**src/bda_pkg.sv**
```systemverilog
// Types, constants and helper functions of the binary to decimal ASCII converter.
package bda_pkg;

  localparam int unsigned ValueW    = 32;
  localparam int unsigned NumDigits = 10;
  localparam int unsigned BcdW      = 4 * NumDigits;
  localparam int unsigned StepW     = $clog2(ValueW);
  localparam int unsigned DigitIdxW = $clog2(NumDigits);
  localparam int unsigned CharW     = 6;
  localparam int unsigned OutDataW  = 8;

  localparam logic [CharW-1:0] AsciiZero = CharW'(48);

  // Request handed from the input queue to the conversion engine.
  typedef struct packed {
    logic              valid;
    logic [ValueW-1:0] value;
  } bda_req_t;

  // Add three to every BCD digit of five or more, ahead of the doubling shift.
  function automatic logic [BcdW-1:0] bcd_adjust(input logic [BcdW-1:0] bcd);
    logic [BcdW-1:0] res;
    res = bcd;
    for (int d = 0; d < NumDigits; d++) begin
      if (bcd[4*d +: 4] >= 4'd5) begin
        res[4*d +: 4] = bcd[4*d +: 4] + 4'd3;
      end
    end
    return res;
  endfunction

  // Position of the highest nonzero digit; the units digit when all are zero.
  function automatic logic [DigitIdxW-1:0] top_digit(input logic [BcdW-1:0] bcd);
    logic [DigitIdxW-1:0] top;
    top = '0;
    for (int d = 1; d < NumDigits; d++) begin
      if (bcd[4*d +: 4] != 4'd0) begin
        top = DigitIdxW'(d);
      end
    end
    return top;
  endfunction

endpackage

```
**src/bda_queue.sv**
```systemverilog
// Input stage: takes requests from the slave stream into a short queue.
module bda_queue #(
  parameter int unsigned Depth = 2
) (
  input  logic                      clk_i,
  input  logic                      rst_ni,
  input  logic                      in_valid_i,
  output logic                      in_ready_o,
  input  logic [bda_pkg::ValueW-1:0] in_value_i,
  output bda_pkg::bda_req_t         req_o,
  input  logic                      req_ready_i
);
  import bda_pkg::*;

  localparam int unsigned PtrW = (Depth > 1) ? $clog2(Depth) : 1;
  localparam int unsigned CntW = $clog2(Depth + 1);

  logic [ValueW-1:0] mem_q [Depth];
  logic [PtrW-1:0]   wr_ptr_q, wr_ptr_d;
  logic [PtrW-1:0]   rd_ptr_q, rd_ptr_d;
  logic [CntW-1:0]   count_q, count_d;
  logic              push, pop;

  assign in_ready_o  = (count_q != CntW'(Depth));
  assign push        = in_valid_i && in_ready_o;
  assign req_o.valid = (count_q != '0);
  assign req_o.value = mem_q[rd_ptr_q];
  assign pop         = req_o.valid && req_ready_i;

  always_comb begin
    wr_ptr_d = wr_ptr_q;
    rd_ptr_d = rd_ptr_q;
    count_d  = count_q;
    if (push) begin
      wr_ptr_d = (wr_ptr_q == PtrW'(Depth - 1)) ? '0 : wr_ptr_q + 1'b1;
    end
    if (pop) begin
      rd_ptr_d = (rd_ptr_q == PtrW'(Depth - 1)) ? '0 : rd_ptr_q + 1'b1;
    end
    if (push && !pop) begin
      count_d = count_q + 1'b1;
    end else if (pop && !push) begin
      count_d = count_q - 1'b1;
    end
  end

  always_ff @(posedge clk_i or negedge rst_ni) begin
    if (!rst_ni) begin
      wr_ptr_q <= '0;
      rd_ptr_q <= '0;
      count_q  <= '0;
    end else begin
      wr_ptr_q <= wr_ptr_d;
      rd_ptr_q <= rd_ptr_d;
      count_q  <= count_d;
    end
  end

  always_ff @(posedge clk_i) begin
    if (push) begin
      mem_q[wr_ptr_q] <= in_value_i;
    end
  end

endmodule

```
**src/bda_engine.sv**
```systemverilog
// Conversion engine: serial double dabble, then digit emission with leading zeros dropped.
module bda_engine (
  input  logic                        clk_i,
  input  logic                        rst_ni,
  input  bda_pkg::bda_req_t           req_i,
  output logic                        req_ready_o,
  output logic                        out_valid_o,
  input  logic                        out_ready_i,
  output logic [bda_pkg::CharW-1:0]   out_char_o,
  output logic                        out_last_o
);
  import bda_pkg::*;

  typedef enum logic [1:0] {
    StIdle,
    StConv,
    StEmit
  } state_e;

  state_e                state_q;
  logic [ValueW-1:0]     shift_q;
  logic [BcdW-1:0]       bcd_q;
  logic [BcdW-1:0]       bcd_adj;
  logic [BcdW-1:0]       bcd_d;
  logic [StepW-1:0]      step_q;
  logic [DigitIdxW-1:0]  idx_q;
  logic                  out_valid_q;
  logic [CharW-1:0]      out_char_q;
  logic                  out_last_q;
  logic [3:0]            cur_digit;
  logic                  out_free;
  logic                  emit;

  assign bcd_adj     = bcd_adjust(bcd_q);
  assign bcd_d       = {bcd_adj[BcdW-2:0], shift_q[ValueW-1]};
  assign cur_digit   = bcd_q[{idx_q, 2'b00} +: 4];
  assign out_free    = !out_valid_q || out_ready_i;
  assign emit        = (state_q == StEmit) && out_free;
  assign req_ready_o = (state_q == StIdle);
  assign out_valid_o = out_valid_q;
  assign out_char_o  = out_char_q;
  assign out_last_o  = out_last_q;

  always_ff @(posedge clk_i or negedge rst_ni) begin
    if (!rst_ni) begin
      state_q     <= StIdle;
      shift_q     <= '0;
      bcd_q       <= '0;
      step_q      <= '0;
      idx_q       <= '0;
      out_valid_q <= 1'b0;
      out_char_q  <= '0;
      out_last_q  <= 1'b0;
    end else begin
      if (emit) begin
        out_valid_q <= 1'b1;
      end else if (out_valid_q && out_ready_i) begin
        out_valid_q <= 1'b0;
      end
      unique case (state_q)
        StIdle: begin
          if (req_i.valid) begin
            shift_q <= req_i.value;
            bcd_q   <= '0;
            step_q  <= '0;
            state_q <= StConv;
          end
        end
        StConv: begin
          bcd_q   <= bcd_d;
          shift_q <= {shift_q[ValueW-2:0], 1'b0};
          step_q  <= step_q + 1'b1;
          if (step_q == StepW'(ValueW - 1)) begin
            idx_q   <= top_digit(bcd_d);
            state_q <= StEmit;
          end
        end
        StEmit: begin
          if (out_free) begin
            out_char_q <= AsciiZero + CharW'(cur_digit);
            out_last_q <= (idx_q == '0);
            if (idx_q == '0) begin
              state_q <= StIdle;
            end else begin
              idx_q <= idx_q - 1'b1;
            end
          end
        end
        default: begin
          state_q <= StIdle;
        end
      endcase
    end
  end

endmodule

```
**src/binary_to_decimal_ascii_top.sv**
```systemverilog
// Top level of the binary to decimal ASCII converter.
// Each 32-bit unsigned request on the slave stream becomes its decimal text, one ASCII digit per
// master-stream transfer, most significant digit first, leading zeros dropped ('0' for zero),
// with tlast on the units digit. A request passes through the queue to the engine, which shifts the
// input bits through the single shift-and-add-3 unit one at a time and then emits one digit per
// master-stream transfer, waiting while the master side stalls; the engine handles one request at a
// time, and the queue of QueueDepth requests takes new input while it works.
module binary_to_decimal_ascii_top #(
  parameter int unsigned QueueDepth = 2
) (
  input  logic        clk_i,
  input  logic        rst_ni,
  input  logic        s_axis_tvalid,
  output logic        s_axis_tready,
  input  logic [31:0] s_axis_tdata,   // [31:0] value
  output logic        m_axis_tvalid,
  input  logic        m_axis_tready,
  output logic [7:0]  m_axis_tdata,   // [5:0] digit_char, [7:6] zero
  output logic        m_axis_tlast    // last_digit
);
  import bda_pkg::*;

  bda_req_t         req;
  logic             req_ready;
  logic [CharW-1:0] out_char;

  bda_queue #(
    .Depth(QueueDepth)
  ) u_queue (
    .clk_i      (clk_i),
    .rst_ni     (rst_ni),
    .in_valid_i (s_axis_tvalid),
    .in_ready_o (s_axis_tready),
    .in_value_i (s_axis_tdata),
    .req_o      (req),
    .req_ready_i(req_ready)
  );

  bda_engine u_engine (
    .clk_i      (clk_i),
    .rst_ni     (rst_ni),
    .req_i      (req),
    .req_ready_o(req_ready),
    .out_valid_o(m_axis_tvalid),
    .out_ready_i(m_axis_tready),
    .out_char_o (out_char),
    .out_last_o (m_axis_tlast)
  );

  assign m_axis_tdata = {(OutDataW - CharW)'(0), out_char};

endmodule

```
**config.mk**
```make
export PLATFORM = sky130hd
export DESIGN_NAME = binary_to_decimal_ascii_top
export DESIGN_NICKNAME = d
export VERILOG_FILES = /design/src/bda_pkg.sv /design/src/bda_queue.sv /design/src/bda_engine.sv /design/src/binary_to_decimal_ascii_top.sv
export SDC_FILE = /design/constraint.sdc
export NUM_CORES = 1
export LEC_CHECK = 0
export ABC_AREA = 1
export BUFFER_PORTS_ARGS = -buffer_cell sky130_fd_sc_hd__buf_4
export CAP_MARGIN = 20
export CORE_MARGIN = 2
export CORE_UTILIZATION = 36
export CTS_CLUSTER_DIAMETER = 40
export DETAILED_ROUTE_END_ITERATION = 8
export GPL_TIMING_DRIVEN = 0
export MAX_ROUTING_LAYER = met4
export PLACE_DENSITY = 0.59
export SETUP_SLACK_MARGIN = 0.2
export SLEW_MARGIN = 15
export SYNTH_ARGS = -nofsm -noshare
export SYNTH_HDL_FRONTEND = slang
export SYNTH_SLANG_ARGS = --single-unit
export TNS_END_PERCENT = 30
```
**constraint.sdc**
```tcl
create_clock -name clk_i -period 2.5 [get_ports clk_i]
set_input_delay 0.125 -clock clk_i [delete_from_list [all_inputs] [get_ports clk_i]]
set_output_delay 0.125 -clock clk_i [all_outputs]
set_load 0.02 [all_outputs]
```
==> summary.md <==
| Metric | Value |
|---|---|
| Leading cell type in the layout, fill and taps excluded | `nand2_1` |
| Worst path max stage delay | `310 ps` |
| Drt drc | `0` |
| Vias per std cell | `between 4 and 5` |
| Total number of vias | `5,937` |
| Antenna cell count | `0` |
| Clock transition at path regs | `roughly 70 ps` |
| Routability cong. | `between 0.8 and 0.9` |
| Dominant synthesized flop cell | `dfrtp_1` |
| Critical Path Fanout Max | `10` |
| Final setup violation count | `0` |
| Crit share post-route | `0.844` |
| Sink Count | `around 160` |
| Setup crit end kind | `register` |
| Synth Instances | `823` |
| Clock tree from TritonCTS | `yes` |
| Top cell type's share of synthesized area | `0.306` |
| Slowest cell on crit path | `dfrtp_1` |
| Clk pwr share | `0.242` |
| P_leak | `4.05 nW` |
| Cells on worst reg2reg path | `10` |
| Status | `complete, no violations` |
| Register bit count reported by yosys | `158` |
| Height of the die | `150 µm` |
| Sequential fraction of the synthesis area | `0.555` |
| Placed cell area | `8450 µm²` |
| # rows | `53` |
| CP arrival | `approximately 2400 ps` |
| Pins Over Slew Limit | `0` |
| Seq pwr share | `0.371` |
| Worst path required time | `2810 ps` |
| Net count, final | `983` |
| Worst slew pin tran | `881 ps` |
| Largest net degree at the start of global routing | `95` |
| Vias in the first global route | `about 6,000` |
| Initial core utilization | `0.366` |
| Final Hold Viols | `0` |
| Post-synth EDFFs | `between 60 and 70` |
| Ys async rst share | `0.595` |
| WHS Path Cells | `5` |
| Hold Crit Start | `s_axis_tvalid` |
| CP Cell Sequence | `buf_2 > clkinv_1 > ha_1 > nand2_1 > nor2_1 > nor2_4 > inv_2 > a21oi_2 > o21ai_0 > o21a_1` |
| Clock root buffer | `clkbuf_16` |
| CP Launch Type | `register` |
| GRT Total Usage | `0.175` |
| Share of layout cells above drive strength 1 | `0.156` |
| Area leader, netlist | `dfrtp_1` |
| Core Region | `21,000 µm²` |
| Max cap viols | `0` |
| Crit Path Class | `register to register` |
| Design area | `9350 µm²` |
| WHS Endpoint | `u_queue.wr_ptr_q$_DFFE_PN0P_` |
| 1st-iter DRT viols | `287` |
| Per-cell routed wire length | `14.8 µm` |
| Logic pwr share | `0.386` |
| 1st-pass router iterations | `5` |
| Antenna-violating nets left | `0` |
| Net Sw Frac | `0.400` |
| Yosys cell types | `45` |
| CTS buffer count | `17` |
| Commonest cells after routing, fill and taps aside | `nand2_1, dfrtp_1, o21ai_0` |
| Min-delay worst type | `input port to register` |
| WL final | `17,900 µm` |
| Layout Cells excl Fill | `1,211` |
| R2r setup slk | `390 ps` |
| Grt ovf | `0` |
| Placed cells | `1,145` |
| Launching point of the worst reg2reg path | `u_engine.idx_q[1]$_DFFE_PN0P_` |
| Yosys warns | `0` |
| Synth top area cells | `dfrtp_1, edfxtp_1, nand2_1` |
| Die width | `~150 µm` |
| Cts hold-fix bufs | `34` |
| Clk_lat worst skew | `430 ps` |
| Post-DP HPWL | `12,300 µm` |
| Antenna violations before repair | `0` |
| Power Density | `~1100 nW/µm²` |
| Clock Skew | `12.9 ps` |
| Num ports | `47` |
| Htree depth | `4` |
| Filler cell count | `about 2,000` |
| Unrepaired setup endpoints after global routing | `no` |
| Slew HR | `0.412` |
| Post-synthesis cell area | `just under 8000 µm²` |
| Sequential cell area | `4270 µm²` |
| Internal power | `6.13 mW` |
| Port-buffer cells | `44` |
| Syn_area_per_cell | `9.35 µm²` |
| First-pass GRT wire length | `29,700 µm` |
| Synth-to-Final Area Change | `21.4%` |
| Critical R2R Capture | `u_engine.idx_q[1]$_DFFE_PN0P_` |
| Minimum clock period after layout | `2110 ps` |
| VDD IR max | `0.490 mV` |
| Die area | `22,600 µm²` |
| Max Fclk | `474 MHz` |
| Multi-input gate area | `2980 µm²` |
| Maximum clock path buffer count | `2` |
| Sw power | `approximately 4.1 mW` |
| CTS-repair resized insts | `0` |
| Postcts setup bufs | `0` |
[registers in the layout, indices dropped and copies added, names as in the netlist]
register,count
u_engine.bcd_q,40
u_engine.idx_q,4
u_engine.out_char_o,5
u_engine.out_last_o,1
u_engine.out_valid_o,1
u_engine.shift_q,32
u_engine.state_q,2
u_engine.step_q,5
u_queue.count_q,2
u_queue.mem_q,64
u_queue.rd_ptr_q,1
u_queue.wr_ptr_q,1
[metal layers]
metal | vias to the layer above | GRT usage | wire length (µm)
met4 | 0 | 0.0476 | 183
met3 | 14 | 0.0370 | 560
met1 | 2811 | 0.216 | 8420
li1 | 3013 | - | -
met5 | - | - | 0
met2 | 99 | 0.292 | 8700
[Yosys cell counts (18+ instances only)]
master / number
nand2_1: 195
dfrtp_1: 94
o21ai_0: 77
edfxtp_1: 64
nand3_1: 59
inv_1: 58
a21oi_1: 34
o22ai_1: 31
nor2_1: 29
ha_1: 24
clkbuf_1: 22
inv_2: 18
[stage by stage]
| step | utilization | setup slack [ps] | hold slack (ps) | setup TNS (ps) | total power [mW] |
|---|---|---|---|---|---|
| 2_1_floorplan | - | -14.0 | -171 | -447 | 6.39 |
| 3_3_place_gp | 0.399 | -817 | 310 | -26050 | 7.62 |
| 3_5_place_dp | 0.402 | 419 | 290 | 0 | 7.75 |
| 4_1_cts | 0.445 | 407 | 166 | 0 | 10.3 |
| 5_1_grt | 0.445 | 202 | 209 | 0 | 11.0 |
| 6_report | 0.445 | 391 | 172 | 0 | 10.2 |
[worst max-delay path: cells and delay by family (launching register included)]
family	cells	cell delay [ps]
buf+inv	3	540
compound gates	3	590
fa+ha+maj	1	290
flops	1	310
simple gates	3	260
[cells by family after synthesis]
family                     synth area share
DFF                                   0.555
other                              0.000487
muxes                               0.00130
adders and majority gates            0.0390
and+or+nand+nor                       0.185
AOI/OAI and AO/OA                     0.145
xor gates and xnor gates             0.0133
buffers and inverters                0.0601
[power groups by stage]
stage / Combinational, mW / Sequential [mW] / Clock (mW)
CTS: 3.98 / 3.78 / 2.52
global route: 4.46 / 3.86 / 2.64
global placement: 3.79 / 3.83 / 0
floorplan: 2.59 / 3.80 / 0
detailed placement: 3.93 / 3.82 / 0
finish: 3.94 / 3.79 / 2.47
[worst max path at each step]
| stage | from | endpoint | slack (ps) | depth (start not counted) |
|---|---|---|---|---|
| floorplan | u_queue.count_q[0]$_DFFE_PN0P_ | u_queue.mem_q[0][0]$_DFFE_PP_ | -10 | 4 |
| global placement | u_queue.count_q[0]$_DFFE_PN0P_ | u_queue.mem_q[0][20]$_DFFE_PP_ | -820 | 4 |
| detailed placement | u_engine.idx_q[1]$_DFFE_PN0P_ | u_engine.idx_q[1]$_DFFE_PN0P_ | 420 | 10 |
| CTS | u_engine.idx_q[1]$_DFFE_PN0P_ | u_engine.idx_q[1]$_DFFE_PN0P_ | 410 | 10 |
| global route | u_engine.idx_q[0]$_DFFE_PN0P_ | u_engine.idx_q[0]$_DFFE_PN0P_ | 200 | 12 |
| finish | u_engine.idx_q[1]$_DFFE_PN0P_ | u_engine.idx_q[1]$_DFFE_PN0P_ | 390 | 10 |
[final cells by class]
cell class | instances | area share
Tap cell | 275 | 0.0368
Clock buffer | 21 | 0.0482
Sequential cell | 158 | 0.457
Multi-Input combinational cell | 550 | 0.319
Timing Repair Buffer | 80 | 0.0780
Clock inverter | 11 | 0.0115
Inverter | 77 | 0.0309
Buffer | 39 | 0.0186
Note: power is estimated with default switching activity, not from simulation.
